### config.mk
export PLATFORM = sky130hd
export DESIGN_NAME = job_name_field_parser_flat
export DESIGN_NICKNAME = d
export VERILOG_FILES = /design/src/hdl/jnfp_pkg.sv /design/src/hdl/jnfp_if.sv /design/src/hdl/job_name_field_parser.sv /design/src/hdl/jnfp_step.sv /design/src/flat_wrapper.sv
export SDC_FILE = /design/constraint.sdc
export NUM_CORES = 1
export LEC_CHECK = 0
export ABC_AREA = 1
export ABC_CLOCK_PERIOD_IN_PS = 9700
export BUFFER_PORTS_ARGS = -buffer_cell sky130_fd_sc_hd__buf_4
export CORE_MARGIN = 1.5
export CORE_UTILIZATION = 50
export DETAILED_ROUTE_END_ITERATION = 10
export PLACE_DENSITY_LB_ADDON = 0.2
export SETUP_SLACK_MARGIN = 0.4
export SLEW_MARGIN = 0
export SYNTH_ARGS = -nofsm -noshare
export SYNTH_HDL_FRONTEND = slang
export SYNTH_SLANG_ARGS = --single-unit
### constraint.sdc
create_clock -name clk -period 9.7 [get_ports clk]
set_input_delay 1.455 -clock clk [delete_from_list [all_inputs] [get_ports clk]]
set_output_delay 1.455 -clock clk [all_outputs]
set_load 0.01 [all_outputs]
### src/hdl/jnfp_pkg.sv
`default_nettype none

package jnfp_pkg;

	localparam int MAX_NAME_LEN_DEF = 256;

	typedef enum logic [3:0] {
		PH_AT      = 4'd0,
		PH_TAI     = 4'd1,
		PH_ID      = 4'd2,
		PH_LATE    = 4'd3,
		PH_REPEATS = 4'd4,
		PH_CRON    = 4'd5,
		PH_COMMENT = 4'd6,
		PH_FLAGS   = 4'd7,
		PH_FROM    = 4'd8,
		PH_TO      = 4'd9,
		PH_EVERY   = 4'd10,
		PH_DONE    = 4'd11
	} phase_t;

	localparam logic [3:0] KIND_NONE    = 4'd0;
	localparam logic [3:0] KIND_TAI     = 4'd1;
	localparam logic [3:0] KIND_LATE    = 4'd3;
	localparam logic [3:0] KIND_REPEATS = 4'd4;
	localparam logic [3:0] KIND_EVERY   = 4'd10;

	localparam logic [1:0] VERDICT_RECORD = 2'd0;
	localparam logic [1:0] VERDICT_ACCEPT = 2'd1;
	localparam logic [1:0] VERDICT_REJECT = 2'd2;

	localparam logic [7:0] CH_NUL   = 8'h00;
	localparam logic [7:0] CH_AT    = 8'h40;
	localparam logic [7:0] CH_COLON = 8'h3a;
	localparam logic [7:0] CH_COMMA = 8'h2c;
	localparam logic [7:0] CH_ZERO  = 8'h30;
	localparam logic [7:0] CH_ONE   = 8'h31;
	localparam logic [7:0] CH_TWO   = 8'h32;
	localparam logic [7:0] CH_NINE  = 8'h39;

	localparam logic [4:0] TAI_DIGITS = 5'd16;

	localparam logic [2:0] FLAG_LIT_LEN = 3'd4;
	localparam logic [2:0] FLAG_NULL1   = 3'd5;
	localparam logic [2:0] FLAG_NULL2   = 3'd6;
	localparam logic [2:0] FLAG_BAD     = 3'd7;
	localparam logic [2:0] FLAG_LEN_MAX = 3'd7;

	// largest accumulator that still takes another decimal digit
	localparam logic [63:0] DEC_LIMIT       = 64'd1844674407370955161;
	localparam logic [3:0]  DEC_LIMIT_DIGIT = 4'd5;

	typedef struct packed {
		phase_t      phase;
		logic [63:0] acc;
		logic [4:0]  hex;
		logic [2:0]  prog;
		logic [2:0]  flen;
		logic        n1;
		logic        n2;
		logic        err;
		logic        ign;
	} st_t;

	localparam st_t ST_RESET = '{
		phase: PH_AT, acc: 64'd0, hex: 5'd0, prog: 3'd0, flen: 3'd0,
		n1: 1'b0, n2: 1'b0, err: 1'b0, ign: 1'b0
	};

	typedef struct packed {
		logic        valid;
		logic [3:0]  kind;
		logic [7:0]  start;
		logic [7:0]  len;
		logic [63:0] num;
	} rec_t;

	typedef struct packed {
		logic [3:0]  field_kind;
		logic [7:0]  field_start;
		logic [7:0]  field_length;
		logic [63:0] field_number;
		logic        flag_null_one;
		logic        flag_null_two;
		logic [1:0]  verdict;
		logic        final_result;
	} res_t;

	function automatic logic [4:0] hex_val(input logic [7:0] c);
		logic [7:0] v;
		logic       ok;
		v  = 8'd0;
		ok = 1'b0;
		if (c >= CH_ZERO && c <= CH_NINE) begin
			v  = c - CH_ZERO;
			ok = 1'b1;
		end else if (c >= 8'h61 && c <= 8'h66) begin
			v  = c - 8'h57;
			ok = 1'b1;
		end else if (c >= 8'h41 && c <= 8'h46) begin
			v  = c - 8'h37;
			ok = 1'b1;
		end
		return {ok, v[3:0]};
	endfunction

	function automatic logic [7:0] null_char(input logic [1:0] n);
		logic [7:0] ch;
		case (n)
			2'd0: ch = 8'h6e;
			2'd1: ch = 8'h75;
			default: ch = 8'h6c;
		endcase
		return ch;
	endfunction

	function automatic phase_t next_phase(input phase_t p);
		phase_t q;
		case (p)
			PH_LATE:    q = PH_REPEATS;
			PH_REPEATS: q = PH_CRON;
			PH_CRON:    q = PH_COMMENT;
			PH_COMMENT: q = PH_FLAGS;
			PH_FLAGS:   q = PH_FROM;
			PH_FROM:    q = PH_TO;
			PH_TO:      q = PH_EVERY;
			default:    q = p;
		endcase
		return q;
	endfunction

	function automatic logic is_number_kind(input phase_t p);
		return (p == PH_TAI) || (p == PH_LATE) || (p == PH_REPEATS) || (p == PH_EVERY);
	endfunction

	function automatic st_t clear_field(input st_t s);
		st_t r;
		r      = s;
		r.acc  = 64'd0;
		r.hex  = 5'd0;
		r.prog = 3'd0;
		r.flen = 3'd0;
		return r;
	endfunction

endpackage

`default_nettype wire

### src/hdl/jnfp_if.sv
`default_nettype none

interface jnfp_char_if;
	logic       valid;
	logic       ready;
	logic [7:0] name_byte;
	logic       end_of_name;

	modport source (output valid, output name_byte, output end_of_name, input ready);
	modport sink (input valid, input name_byte, input end_of_name, output ready);
endinterface

interface jnfp_rec_if;
	logic        valid;
	logic        ready;
	logic [3:0]  field_kind;
	logic [7:0]  field_start;
	logic [7:0]  field_length;
	logic [63:0] field_number;
	logic        flag_null_one;
	logic        flag_null_two;
	logic [1:0]  verdict;
	logic        final_result;

	modport source (
		output valid, output field_kind, output field_start, output field_length,
		output field_number, output flag_null_one, output flag_null_two,
		output verdict, output final_result, input ready
	);
	modport sink (
		input valid, input field_kind, input field_start, input field_length,
		input field_number, input flag_null_one, input flag_null_two,
		input verdict, input final_result, output ready
	);
endinterface

`default_nettype wire

### src/hdl/job_name_field_parser.sv
`default_nettype none

// Job name parser: takes one character request per cycle on chars and checks a
// name of the form @tai:id:late:repeats:cron:comment:flags[:from:to[:every]].
// Each field gives one record on records as it closes, unless the name has
// an error by then; the byte marked end_of_name always gives the closing result
// with the verdict, after which the parser is back in its reset state. A
// character passes an input register and the combinational parse logic into
// the result register, from which any result it gives goes out on records. One
// character is taken every cycle while records is ready; a result held on
// records stalls chars as soon as the input register is full.
// Names longer than MAX_NAME_LEN bytes are rejected.

module job_name_field_parser
	import jnfp_pkg::*;
#(
	parameter int MAX_NAME_LEN = MAX_NAME_LEN_DEF
) (
	input wire logic     clk,
	input wire logic     arst_n,
	jnfp_char_if.sink    chars,
	jnfp_rec_if.source   records
);

	localparam int PW_RAW = $clog2(MAX_NAME_LEN + 2);
	localparam int PW     = (PW_RAW > 8) ? PW_RAW : 8;

	logic          valid_s1;
	logic [7:0]    name_byte_s1;
	logic          end_of_name_s1;
	st_t           st_q;
	logic [PW-1:0] pos_q;
	logic [PW-1:0] start_q;
	logic          res_valid_q;
	res_t          res_q;

	st_t           nst;
	logic [PW-1:0] npos;
	logic [PW-1:0] nstart;
	logic          emit;
	res_t          res;
	logic          advance;

	assign advance     = valid_s1 && (!res_valid_q || records.ready);
	assign chars.ready = !valid_s1 || advance;

	always_ff @(posedge clk or negedge arst_n) begin
		if (!arst_n) begin
			valid_s1 <= 1'b0;
		end else if (chars.ready) begin
			valid_s1 <= chars.valid;
		end
	end

	always_ff @(posedge clk) begin
		if (chars.valid && chars.ready) begin
			name_byte_s1   <= chars.name_byte;
			end_of_name_s1 <= chars.end_of_name;
		end
	end

	jnfp_step #(
		.MAX_NAME_LEN(MAX_NAME_LEN),
		.PW(PW)
	) u_step (
		.name_byte(name_byte_s1),
		.end_of_name(end_of_name_s1),
		.st(st_q),
		.pos(pos_q),
		.start(start_q),
		.nst(nst),
		.npos(npos),
		.nstart(nstart),
		.emit(emit),
		.res(res)
	);

	always_ff @(posedge clk or negedge arst_n) begin
		if (!arst_n) begin
			st_q        <= ST_RESET;
			pos_q       <= '0;
			start_q     <= '0;
			res_valid_q <= 1'b0;
		end else begin
			if (advance) begin
				st_q        <= nst;
				pos_q       <= npos;
				start_q     <= nstart;
				res_valid_q <= emit;
			end else if (records.ready) begin
				res_valid_q <= 1'b0;
			end
		end
	end

	always_ff @(posedge clk) begin
		if (advance && emit) begin
			res_q <= res;
		end
	end

	assign records.valid         = res_valid_q;
	assign records.field_kind    = res_q.field_kind;
	assign records.field_start   = res_q.field_start;
	assign records.field_length  = res_q.field_length;
	assign records.field_number  = res_q.field_number;
	assign records.flag_null_one = res_q.flag_null_one;
	assign records.flag_null_two = res_q.flag_null_two;
	assign records.verdict       = res_q.verdict;
	assign records.final_result  = res_q.final_result;

endmodule

`default_nettype wire

### src/hdl/jnfp_step.sv
`default_nettype none

module jnfp_step
	import jnfp_pkg::*;
#(
	parameter int MAX_NAME_LEN = MAX_NAME_LEN_DEF,
	parameter int PW = 9
) (
	input  wire logic [7:0]    name_byte,
	input  wire logic          end_of_name,
	input  wire st_t           st,
	input  wire logic [PW-1:0] pos,
	input  wire logic [PW-1:0] start,
	output st_t                nst,
	output logic [PW-1:0]      npos,
	output logic [PW-1:0]      nstart,
	output logic               emit,
	output res_t               res
);

	localparam logic [PW-1:0] MAX_POS = PW'(MAX_NAME_LEN);
	localparam logic [PW-1:0] ONE     = PW'(1);

	function automatic rec_t make_rec(input phase_t k, input logic [PW-1:0] s,
			input logic [PW-1:0] e, input logic [63:0] a);
		rec_t        r;
		logic [PW-1:0] d;
		d       = e - s;
		r.valid = 1'b1;
		r.kind  = k;
		r.start = s[7:0];
		r.len   = d[7:0];
		r.num   = is_number_kind(k) ? a : 64'd0;
		return r;
	endfunction

	logic [4:0]  hv;
	logic [3:0]  dig;
	logic [63:0] acc10;
	logic        dec_sat;
	logic        flag_ok;
	rec_t        rec;

	assign hv      = hex_val(name_byte);
	assign dig     = name_byte[3:0];
	assign acc10   = {st.acc[60:0], 3'b000} + {st.acc[62:0], 1'b0} + {60'd0, dig};
	assign dec_sat = (st.acc > DEC_LIMIT) || (st.acc == DEC_LIMIT && dig > DEC_LIMIT_DIGIT);

	always_comb begin
		nst     = st;
		npos    = pos;
		nstart  = start;
		rec     = '0;
		flag_ok = 1'b0;
		if (st.phase != PH_DONE) begin
			if (name_byte != CH_NUL) begin
				if (pos <= MAX_POS) begin
					npos = pos + ONE;
				end
				if (npos > MAX_POS) begin
					nst.err = 1'b1;
				end
				if (!nst.err && !st.ign) begin
					case (st.phase)
						PH_AT: begin
							if (name_byte == CH_AT) begin
								nst.phase = PH_TAI;
								nstart    = pos + ONE;
								nst.acc   = 64'd0;
								nst.hex   = 5'd0;
							end else begin
								nst.err = 1'b1;
							end
						end
						PH_TAI: begin
							if (hv[4] && st.hex < TAI_DIGITS) begin
								nst.acc = {st.acc[59:0], hv[3:0]};
								nst.hex = st.hex + 5'd1;
							end else if (name_byte == CH_COLON && st.hex == TAI_DIGITS) begin
								rec       = make_rec(PH_TAI, start, pos, st.acc);
								nst       = clear_field(nst);
								nstart    = pos + ONE;
								nst.phase = PH_ID;
							end else begin
								nst.err = 1'b1;
							end
						end
						PH_ID: begin
							if (name_byte == CH_COLON) begin
								if (pos == start) begin
									nst.err = 1'b1;
								end else begin
									rec       = make_rec(PH_ID, start, pos, st.acc);
									nst       = clear_field(nst);
									nstart    = pos + ONE;
									nst.phase = PH_LATE;
								end
							end
						end
						PH_LATE, PH_REPEATS, PH_EVERY: begin
							if (name_byte >= CH_ZERO && name_byte <= CH_NINE) begin
								nst.acc = dec_sat ? '1 : acc10;
							end else if (name_byte == CH_COLON) begin
								rec    = make_rec(st.phase, start, pos, st.acc);
								nst    = clear_field(nst);
								nstart = pos + ONE;
								if (st.phase == PH_EVERY) begin
									nst.ign = 1'b1;
								end else begin
									nst.phase = next_phase(st.phase);
								end
							end else begin
								nst.err = 1'b1;
							end
						end
						PH_CRON, PH_COMMENT, PH_FROM, PH_TO: begin
							if (name_byte == CH_COLON) begin
								rec       = make_rec(st.phase, start, pos, st.acc);
								nst       = clear_field(nst);
								nstart    = pos + ONE;
								nst.phase = next_phase(st.phase);
							end
						end
						PH_FLAGS: begin
							flag_ok = (st.prog == FLAG_NULL1) || (st.prog == FLAG_NULL2);
							if (name_byte == CH_COMMA) begin
								if (st.flen == 3'd0 || !flag_ok) begin
									nst.err = 1'b1;
								end else begin
									nst.n1   = st.n1 | (st.prog == FLAG_NULL1);
									nst.n2   = st.n2 | (st.prog == FLAG_NULL2);
									nst.prog = 3'd0;
									nst.flen = 3'd0;
								end
							end else if (name_byte == CH_COLON) begin
								if (st.flen != 3'd0 && !flag_ok) begin
									nst.err = 1'b1;
								end else begin
									if (st.flen != 3'd0) begin
										nst.n1 = st.n1 | (st.prog == FLAG_NULL1);
										nst.n2 = st.n2 | (st.prog == FLAG_NULL2);
									end
									rec       = make_rec(PH_FLAGS, start, pos, st.acc);
									nst       = clear_field(nst);
									nstart    = pos + ONE;
									nst.phase = PH_FROM;
								end
							end else begin
								if (st.flen < FLAG_LIT_LEN && st.prog == st.flen
										&& name_byte == null_char(st.flen[1:0])) begin
									nst.prog = st.flen + 3'd1;
								end else if (st.flen == FLAG_LIT_LEN && st.prog == FLAG_LIT_LEN
										&& name_byte == CH_ONE) begin
									nst.prog = FLAG_NULL1;
								end else if (st.flen == FLAG_LIT_LEN && st.prog == FLAG_LIT_LEN
										&& name_byte == CH_TWO) begin
									nst.prog = FLAG_NULL2;
								end else begin
									nst.prog = FLAG_BAD;
								end
								if (st.flen < FLAG_LEN_MAX) begin
									nst.flen = st.flen + 3'd1;
								end
							end
						end
						default: begin
						end
					endcase
				end
			end
			// end of the name text
			if (name_byte == CH_NUL || end_of_name) begin
				if (!nst.err && !nst.ign) begin
					case (nst.phase)
						PH_FLAGS: begin
							if (nst.flen != 3'd0 && !(nst.prog == FLAG_NULL1
									|| nst.prog == FLAG_NULL2)) begin
								nst.err = 1'b1;
							end else begin
								if (nst.flen != 3'd0) begin
									nst.n1 = nst.n1 | (nst.prog == FLAG_NULL1);
									nst.n2 = nst.n2 | (nst.prog == FLAG_NULL2);
								end
								rec    = make_rec(PH_FLAGS, nstart, npos, nst.acc);
								nst    = clear_field(nst);
								nstart = npos + ONE;
							end
						end
						PH_TO, PH_EVERY: begin
							rec    = make_rec(nst.phase, nstart, npos, nst.acc);
							nst    = clear_field(nst);
							nstart = npos + ONE;
						end
						default: begin
							nst.err = 1'b1;
						end
					endcase
				end
				nst.phase = PH_DONE;
			end
		end
		if (nst.err) begin
			rec = '0;
		end

		emit              = end_of_name || rec.valid;
		res.field_kind    = rec.valid ? rec.kind : KIND_NONE;
		res.field_start   = rec.start;
		res.field_length  = rec.len;
		res.field_number  = rec.num;
		res.flag_null_one = nst.n1;
		res.flag_null_two = nst.n2;
		res.verdict       = !end_of_name ? VERDICT_RECORD
			: (nst.err ? VERDICT_REJECT : VERDICT_ACCEPT);
		res.final_result  = end_of_name;

		if (end_of_name) begin
			nst    = ST_RESET;
			npos   = '0;
			nstart = '0;
		end
	end

endmodule

`default_nettype wire

### src/flat_wrapper.sv
// flat-port wrapper written by rule: the top's interface ports become plain ports
module job_name_field_parser_flat import jnfp_pkg::*;
#(
	parameter int MAX_NAME_LEN = MAX_NAME_LEN_DEF
)
  (clk, arst_n, chars_valid, chars_name_byte, chars_end_of_name, chars_ready, records_valid, records_field_kind, records_field_start, records_field_length, records_field_number, records_flag_null_one, records_flag_null_two, records_verdict, records_final_result, records_ready);
  jnfp_char_if chars_i ();
  jnfp_rec_if records_i ();
  input wire logic clk;
  input wire logic arst_n;
  input wire logic [$bits(chars_i.valid)-1:0] chars_valid;
  input wire logic [$bits(chars_i.name_byte)-1:0] chars_name_byte;
  input wire logic [$bits(chars_i.end_of_name)-1:0] chars_end_of_name;
  output wire logic [$bits(chars_i.ready)-1:0] chars_ready;
  output wire logic [$bits(records_i.valid)-1:0] records_valid;
  output wire logic [$bits(records_i.field_kind)-1:0] records_field_kind;
  output wire logic [$bits(records_i.field_start)-1:0] records_field_start;
  output wire logic [$bits(records_i.field_length)-1:0] records_field_length;
  output wire logic [$bits(records_i.field_number)-1:0] records_field_number;
  output wire logic [$bits(records_i.flag_null_one)-1:0] records_flag_null_one;
  output wire logic [$bits(records_i.flag_null_two)-1:0] records_flag_null_two;
  output wire logic [$bits(records_i.verdict)-1:0] records_verdict;
  output wire logic [$bits(records_i.final_result)-1:0] records_final_result;
  input wire logic [$bits(records_i.ready)-1:0] records_ready;
  assign chars_i.valid = chars_valid;
  assign chars_i.name_byte = chars_name_byte;
  assign chars_i.end_of_name = chars_end_of_name;
  assign chars_ready = chars_i.ready;
  assign records_valid = records_i.valid;
  assign records_field_kind = records_i.field_kind;
  assign records_field_start = records_i.field_start;
  assign records_field_length = records_i.field_length;
  assign records_field_number = records_i.field_number;
  assign records_flag_null_one = records_i.flag_null_one;
  assign records_flag_null_two = records_i.flag_null_two;
  assign records_verdict = records_i.verdict;
  assign records_final_result = records_i.final_result;
  assign records_i.ready = records_ready;
  job_name_field_parser #(.MAX_NAME_LEN(MAX_NAME_LEN)) u_core (.clk(clk), .arst_n(arst_n), .chars(chars_i), .records(records_i));
endmodule
==> impl_table.tex, run 1 <==
\begin{tabular}{lr}
\hline
Metric & Value \\
\hline
\multicolumn{2}{l}{\textbf{Status}} \\
\quad Status & complete, no violations \\
\multicolumn{2}{l}{\textbf{STA}} \\
\quad Headroom to the max-slew limit & 0.296 \\
\quad Hold Vio Cnt, Final & 0 \\
\quad Setup\_tns & 0 ps \\
\quad Final Skew & 14.8 ps \\
\quad Setup repair after global routing missed its margin & false \\
\quad Tightest Pin Transition & 1060 ps \\
\quad Count of final max-slew check failures & 0 \\
\quad Min cycle time layout & 6280 ps \\
\quad Post-route fraction of the period consumed by the critical path & 0.647 \\
\quad Final setup violation count & 0 \\
\quad Maximum operating frequency & 159 MHz \\
\multicolumn{2}{l}{\textbf{Floorplanning}} \\
\quad Die Ht & 196 µm \\
\quad Overall die area & 38600 µm² \\
\quad Placeable core area & 36700 µm² \\
\quad Effective utilization at floorplan & 0.510 \\
\quad I/O Pins & 104 \\
\quad Standard-cell rows & 70 \\
\quad Die X & 196 µm \\
\multicolumn{2}{l}{\textbf{Clocking}} \\
\quad Count of hold-fix buffers inserted at cts & 0 \\
\quad TritonCTS Buffers & 23 \\
\quad Number of H-tree levels & 1 \\
\quad CTS tree & done \\
\quad Maximum clock insertion buffer count & 3 \\
\quad Clock Latency Late Sink & 520 ps \\
\quad CTS clk-pin slew, worst paths & 60 ps \\
\quad Root Buffer & clkbuf\_16 \\
\quad Total of cells resized after clock tree synthesis & 0 \\
\quad Post-CTS setup-driven buffer insertion count & 0 \\
\quad Clk sinks & 201 \\
\multicolumn{2}{l}{\textbf{Global routing}} \\
\quad GRT busiest layer & met2 \\
\quad Global-route met1 utilization & 0.477 \\
\quad Antenna violations before repair & 0 \\
\quad Overall routing resource usage & 0.347 \\
\quad Number of global-route vias before repair & 18500 \\
\quad M3 GR Usage & 0.0443 \\
\quad Overflow after GRT & 0 \\
\quad Met2 track demand over resource & 0.553 \\
\quad First-pass GRT wire length & 106000 µm \\
\quad Maximum number of pins on one net before global-route repair & 78 \\
\multicolumn{2}{l}{\textbf{Logic synthesis}} \\
\quad Netlist area before placement & 18700 µm² \\
\quad Number of warnings issued by yosys & 0 \\
\quad Post-Syn Area per Cell & 7.05 µm² \\
\quad Share of cell area taken by muxes after synthesis & 0 \\
\quad Mapped Nets & 2819 \\
\quad Count of different cell masters after synthesis & 65 \\
\quad Synth area leaders & edfxtp\_1 16\%, dfrtp\_1 14\%, ha\_1 10\% \\
\quad Synthesized-area fraction occupied by ao, oa, aoi and oai cells & 0.244 \\
\quad Library cell with the largest summed area after synthesis & edfxtp\_1 \\
\quad Simple-gate area share of the yosys netlist & 0.239 \\
\quad Count of flip-flops with a built-in enable after synthesis & 98 \\
\quad Gate count of the mapped netlist & 2653 \\
\quad Fraction of post-synthesis cell area in the top cell type by area & 0.157 \\
\quad Synthesized-area fraction occupied by adder cells & 0.104 \\
\quad Top FF cell, synth & dfrtp\_1 \\
\quad Post-Synth XOR/XNOR Area & 0.0201 \\
\quad Number of register bits inferred by synthesis & 201 \\
\quad Proportion of synthesized chip area in sequential cells & 0.295 \\
\quad Largest family of logic cells by synthesized area & compound AO/OA/AOI/OAI gates \\
\quad Synth async-reset ratio & 0.512 \\
\multicolumn{2}{l}{\textbf{Placement}} \\
\quad Final weighted congestion in routability-driven placement & 0.986 \\
\quad Detailed placement HPWL & 50000 µm \\
\quad Cell count after placement & 3138 \\
\quad Post-place instance area & 19700 µm² \\
\quad Count of input and output buffers & 103 \\
\multicolumn{2}{l}{\textbf{Power and ir drop}} \\
\quad Power Dens Cells & 237 nW/µm² \\
\quad Highest ir drop seen on vdd & 274 µV \\
\quad Leakage component of the power & 8.83 nW \\
\multicolumn{2}{l}{\textbf{Routing}} \\
\quad Detailed Route Iter0 Violations & 2460 \\
\quad Number of vias after detailed routing & 20000 \\
\quad Number of DRC violations after detailed routing & 0 \\
\quad Via density per instance & 6.28 \\
\quad Count of antenna-violating nets left after detailed routing & 0 \\
\quad Wirelength, routed & 68100 µm \\
\quad DR WL/cell & 21.4 µm \\
\quad Detailed-router iteration count before antenna repair & 6 \\
\multicolumn{2}{l}{\textbf{Setup path}} \\
\quad Crit. End Element & register \\
\quad Maximum fanout along the worst path & 54 \\
\quad Data required time at the worst endpoint & 9930 ps \\
\quad Arrival time of data at the critical path endpoint & 6500 ps \\
\quad Element type at the critical path start & register \\
\quad WS Path Type & reg -> reg \\
\quad Reg-to-reg slack, setup & 3420 ps \\
\multicolumn{2}{l}{\textbf{Run}} \\
\quad Max-cap viol count & 0 \\
\multicolumn{2}{l}{\textbf{Layout}} \\
\quad Antenna Cells & 0 \\
\quad Final std cells w/o fill & 3179 \\
\quad Synth-to-Final Area Change & 9.43\% \\
\quad Cell area after layout & 20500 µm² \\
\quad Share of post-route cells with drive strength above 1 & 0.0874 \\
\quad Number of nets at the end of the flow & 2861 \\
\multicolumn{2}{l}{\textbf{Hold path}} \\
\quad Path category of the worst min-delay check & reg -> reg \\
\hline
\end{tabular}
-- path summary, 6_finish.rpt --
path                                         from  cells after the start                             end
setup reg to reg           u_core.name_byte_s1[0]                     27  u_core.records.field_length[7]
setup / recovery           u_core.name_byte_s1[0]                     27  u_core.records.field_length[7]
hold reg to reg                    u_core.st_q[1]                      2                  u_core.st_q[1]
max in group asynchronous                  arst_n                      2                 u_core.st_q[57]
min in group asynchronous                  arst_n                      1                 u_core.pos_q[4]
hold / removal                     u_core.st_q[1]                      2                  u_core.st_q[1]
-- synthesized netlist by cell type (7+ instances only) --
library cell and instances:
nand2_1 363, nor2_1 351, inv_1 329, o21ai_0 231
a21oi_1 211, ha_1 149, nand3_1 136, dfrtp_1 103
o22ai_1 101, edfxtp_1 98, a31oi_1 86, nor3_1 64
clkbuf_1 57, a221oi_1 33, nand4_1 29, a22oi_1 27
buf_2 26, xor2_1 26, inv_2 25, xnor2_1 17
o21a_1 13, nor4_1 12, nand2_2 10, or2_2 10
o221ai_1 9, a21o_1 8, buf_1 8, o211ai_1 8
o21ai_1 8, buf_6 7, nor2_2 7
-- cell type report --
class	instances	area, µm²
inverters	355	1340
repair buffers	121	908
multi-input cells	1993	11400
clock buffers	32	629
fillers	3607	16200
clock inverters	9	120
well taps	468	586
flip-flops and latches	201	5520
-- state kept, by name, indices dropped and copies added, names as in the netlist, 4 cells and up --
signal,flops
u_core.pos_q,9
u_core.records.field_start,8
u_core.start_q,9
u_core.records.field_number,64
u_core.st_q,83
u_core.records.field_kind,4
u_core.name_byte_s1,8
u_core.records.field_length,8
-- per-stage QoR --
step / hold slack (ps) / worst slack [ps] / utilization / power (mW)
floorplan: 491 / 4800 / - / 3.15
global placement: 565 / 3790 / 0.538 / 3.89
detailed placement: 576 / 3650 / 0.538 / 3.91
CTS: 591 / 3600 / 0.558 / 4.80
global route: 620 / 3020 / 0.558 / 5.18
finish: 590 / 3420 / 0.558 / 4.86
-- per-layer routing --
metal	wire length, µm	part of all wire
met1	28100	0.41
met3	6200	0.091
met5	0	0
met2	30700	0.45
met4	3130	0.046
-- cell families after synthesis --
group / count (synthesis)
buf+inv: 459
xor+xnor: 43
simple gates: 1020
compound gates: 777
flops: 201
fa+ha+maj: 153
-- critical path, stage by stage, from the launching register on --
cell,delay (ps)
edfxtp_1,480
inv_1,160
ha_1,210
nand3_1,130
nor2_4,120
buf_4,590
inv_2,390
nand2_1,320
nand3_1,210
nor3_2,400
nand2_1,260
nor2_2,530
a21oi_1,80
o22ai_1,180
inv_1,80
ha_1,350
nand2_1,60
o21ai_0,280
a21oi_1,110
o21ai_0,220
nand2_1,100
nand2_1,80
a21oi_1,70
xor2_1,160
xor2_1,160
nor2_1,60
nor2_1,120
nor2_1,50
-- cells in the final DEF (no fill, tap or decap), drive strengths merged, types with 6 or more instances in the layout --
cell | Yosys | layout
nor4 | 12 | 12
ha | 149 | 149
a21boi | 6 | 6
inv | 354 | 354
o21ai | 243 | 243
a31oi | 86 | 86
xor2 | 26 | 26
o211ai | 8 | 8
nand3 | 139 | 139
o22ai | 101 | 101
o21a | 13 | 13
a21o | 8 | 8
a22oi | 27 | 27
a221oi | 33 | 33
buf | 47 | 121
edfxtp | 98 | 98
or2 | 15 | 15
nand3b | 7 | 7
dfrtp | 103 | 103
nand2 | 378 | 378
a21oi | 214 | 214
o2111ai | 6 | 6
o221ai | 9 | 9
clkbuf | 57 | 32
nand4 | 32 | 32
xnor2 | 17 | 17
clkinv | 1 | 6
nor2 | 365 | 365
nor3 | 66 | 66
-- report_power, final --
| part | internal [mW] | switching (mW) |
|---|---|---|
| combinational | 0.773 | 1.99 |
| sequential | 1.03 | 0.185 |
| clock | 0.531 | 0.358 |
No activity file was read; power rests on OpenSTA's default activity.
==> run 2: changes to the inputs <==
--- a/config.mk
+++ b/config.mk
@@ -6,7 +6,7 @@
 export NUM_CORES = 1
 export LEC_CHECK = 0
 export ABC_AREA = 1
-export ABC_CLOCK_PERIOD_IN_PS = 9700
+export ABC_CLOCK_PERIOD_IN_PS = 5450
 export BUFFER_PORTS_ARGS = -buffer_cell sky130_fd_sc_hd__buf_4
 export CORE_MARGIN = 1.5
 export CORE_UTILIZATION = 50
==> constraint.sdc (replaced) <==
create_clock -name clk -period 5.45 [get_ports clk]
set_input_delay 0.8175 -clock clk [delete_from_list [all_inputs] [get_ports clk]]
set_output_delay 0.8175 -clock clk [all_outputs]
set_load 0.01 [all_outputs]
==> run 2 against run 1 <==
  * Wire length rose by 3.2%
  * Highest routed layer unchanged
  * Cell count rose by 0.88%
  * Combinational power rose by 87%
==> impl_table.tex, run 2 (same netlist as run 1, synthesis figures left out) <==
\begin{tabular}{lr}
\hline
Metric & Value \\
\hline
\multicolumn{2}{l}{\textbf{Placement}} \\
\quad Detailed placement HPWL & 51500 µm \\
\quad Final weighted congestion in routability-driven placement & 0.964 \\
\quad Count of input and output buffers & 103 \\
\multicolumn{2}{l}{\textbf{Power and ir drop}} \\
\quad Power share of the clock group & 0.191 \\
\quad Sequential Power Share & 0.238 \\
\quad Fraction of power spent switching nets & 0.521 \\
\quad Highest ir drop seen on vdd & 339 µV \\
\quad Power Dens Cells & 434 nW/µm² \\
\quad Leakage component of the power & 9.00 nW \\
\quad Power, Total & 9.04 mW \\
\quad Internal & 4.33 mW \\
\quad Net switching component of the power & 4.71 mW \\
\quad Part of the power in combinational logic & 0.571 \\
\multicolumn{2}{l}{\textbf{Status}} \\
\quad Status & complete, no violations \\
\multicolumn{2}{l}{\textbf{Routing}} \\
\quad Count of antenna-violating nets left after detailed routing & 0 \\
\quad Number of vias after detailed routing & 20300 \\
\quad Wirelength, routed & 70300 µm \\
\quad Via density per instance & 6.34 \\
\quad DR WL/cell & 21.9 µm \\
\quad Number of DRC violations after detailed routing & 0 \\
\quad Detailed Route Iter0 Violations & 2312 \\
\quad Detailed-router iteration count before antenna repair & 7 \\
\multicolumn{2}{l}{\textbf{Layout}} \\
\quad Largest Register & u\_core.st\_q \\
\quad Leading cell types in the layout, fill and taps excluded & 360 x nand2\_1, 349 x nor2\_1, 327 x inv\_1, 222 x o21ai\_0, 211 x a21oi\_1 \\
\quad Most common library cell in the layout ignoring fill and taps & nand2\_1 \\
\quad Share of post-route cells with drive strength above 1 & 0.102 \\
\quad Max FFs per register & 83 \\
\quad Synth-to-Final Area Change & 11.4\% \\
\quad Number of nets at the end of the flow & 2887 \\
\quad Antenna Cells & 0 \\
\multicolumn{2}{l}{\textbf{Hold path}} \\
\quad Path category of the worst min-delay check & in -> async \\
\multicolumn{2}{l}{\textbf{Setup path}} \\
\quad Standard cell with the maximum stage delay on the critical path & dfrtp\_2 \\
\quad Arrival time of data at the critical path endpoint & 5160 ps \\
\quad Crit. End Element & register \\
\quad Largest stage delay, worst path & 450 ps \\
\quad Maximum fanout along the worst path & 13 \\
\quad Data required time at the worst endpoint & 5720 ps \\
\quad WS Path Type & reg -> reg \\
\quad Cell type with the highest occurrence count on the critical path & nand2\_1 \\
\quad Worst r2r src & u\_core.pos\_q[0] \\
\quad Crit. Startpoint & u\_core.pos\_q[0] \\
\quad Element type at the critical path start & register \\
\multicolumn{2}{l}{\textbf{Clocking}} \\
\quad Clk sinks & 201 \\
\quad TritonCTS Buffers & 25 \\
\quad Maximum clock insertion buffer count & 3 \\
\quad CTS tree & done \\
\quad Clock Latency Late Sink & 550 ps \\
\quad Number of H-tree levels & 1 \\
\quad CTS clk-pin slew, worst paths & 60 ps \\
\quad Count of hold-fix buffers inserted at cts & 0 \\
\quad Root Buffer & clkbuf\_16 \\
\multicolumn{2}{l}{\textbf{STA}} \\
\quad Setup repair after global routing missed its margin & true \\
\quad Final Skew & 17.3 ps \\
\quad Setup\_tns & 0 ps \\
\quad Maximum operating frequency & 204 MHz \\
\quad Post-route fraction of the period consumed by the critical path & 0.898 \\
\quad Min cycle time layout & 4890 ps \\
\quad Hold Vio Cnt, Final & 0 \\
\quad Final setup violation count & 0 \\
\quad Count of final max-slew check failures & 0 \\
\quad Headroom to the max-slew limit & 0.440 \\
\quad Tightest Pin Transition & 840 ps \\
\multicolumn{2}{l}{\textbf{Global routing}} \\
\quad Overflow after GRT & 0 \\
\quad Antenna violations before repair & 0 \\
\quad Maximum number of pins on one net before global-route repair & 78 \\
\quad Number of global-route vias before repair & 19300 \\
\quad Overall routing resource usage & 0.360 \\
\quad First-pass GRT wire length & 109000 µm \\
\multicolumn{2}{l}{\textbf{Floorplanning}} \\
\quad Standard-cell rows & 70 \\
\quad Die Ht & 196 µm \\
\quad Die X & 196 µm \\
\quad I/O Pins & 104 \\
\quad Effective utilization at floorplan & 0.510 \\
\quad Overall die area & 38600 µm² \\
\quad Placeable core area & 36700 µm² \\
\multicolumn{2}{l}{\textbf{Run}} \\
\quad Max-cap viol count & 0 \\
\hline
\end{tabular}
run 2: what timing repair did:
item,CTS,global route
resized for setup,4,33
pin swaps,1,7
endpoints found under the setup margin,9,128
buffers inserted,1,3
run 2: layout make-up:
| class | count | area, µm² |
|---|---|---|
| Tap cell | 468 | 586 |
| Timing Repair Buffer | 145 | 1130 |
| Multi-Input combinational cell | 1993 | 11400 |
| Sequential cell | 201 | 5520 |
| Fill cell | 3570 | 15900 |
| Clock inverter | 14 | 161 |
| Inverter | 355 | 1340 |
| Clock buffer | 31 | 668 |
run 2: per-stage QoR:
| stage | utilization | hold slack (ps) | setup WS, ps | std cells | cell area (µm²) |
|---|---|---|---|---|---|
| after floorplan | - | 491 | 547 | 2653 | 18700 |
| after global placement | 0.542 | 566 | 211 | 3158 | 19900 |
| after detailed placement | 0.542 | 577 | 220 | 3158 | 19900 |
| after CTS | 0.565 | 370 | 388 | 3204 | 20700 |
| after global routing | 0.568 | 402 | 275 | 3207 | 20800 |
| final | 0.568 | 364 | 556 | 3207 | 20800 |
run 2: power by group through the flow:
stage          sequential [mW]  combinational, mW  clock (mW)
2_1_floorplan             2.08               3.53           0
3_3_place_gp              2.16               4.88           0
3_5_place_dp              2.16               4.89           0
4_1_cts                   2.14               4.93        1.74
5_1_grt                   2.18               5.62        1.79
6_report                  2.16               5.16        1.72
run 2: worst max-delay path: cells and delay by family, from the launching register on:
family                   cells  cell delay [ps]
AND/OR/NAND/NOR             18             1980
buffers and inverters        3              420
adder cells (fa/ha/maj)      2              390
XOR/XNOR                     2              370
flip-flops                   1              450
AO/OA/AOI/OAI                7             1020
run 2: path summary, 6_finish.rpt:
check	endpoint	slack [ps]	cells past startpoint
worst max register to register	u_core.records.field_length[7]	560	32
min in group clk	u_core.name_byte_s1[5]	450	1
worst min-delay path	u_core.start_q[6]	360	1
worst min register to register	u_core.st_q[1]	600	2
max in group asynchronous	u_core.pos_q[0]	3750	2
worst max-delay path	u_core.records.field_length[7]	560	32
run 2: metal layers:
layer | share of wire | wire length [µm] | track usage | vias up
met5 | 0 | 0 | 0 | -
li1 | - | - | - | 9426
met2 | 0.43 | 30400 | 0.557 | 1245
met3 | 0.096 | 6730 | 0.0549 | 232
met1 | 0.42 | 29700 | 0.498 | 9430
met4 | 0.050 | 3490 | 0.159 | 0
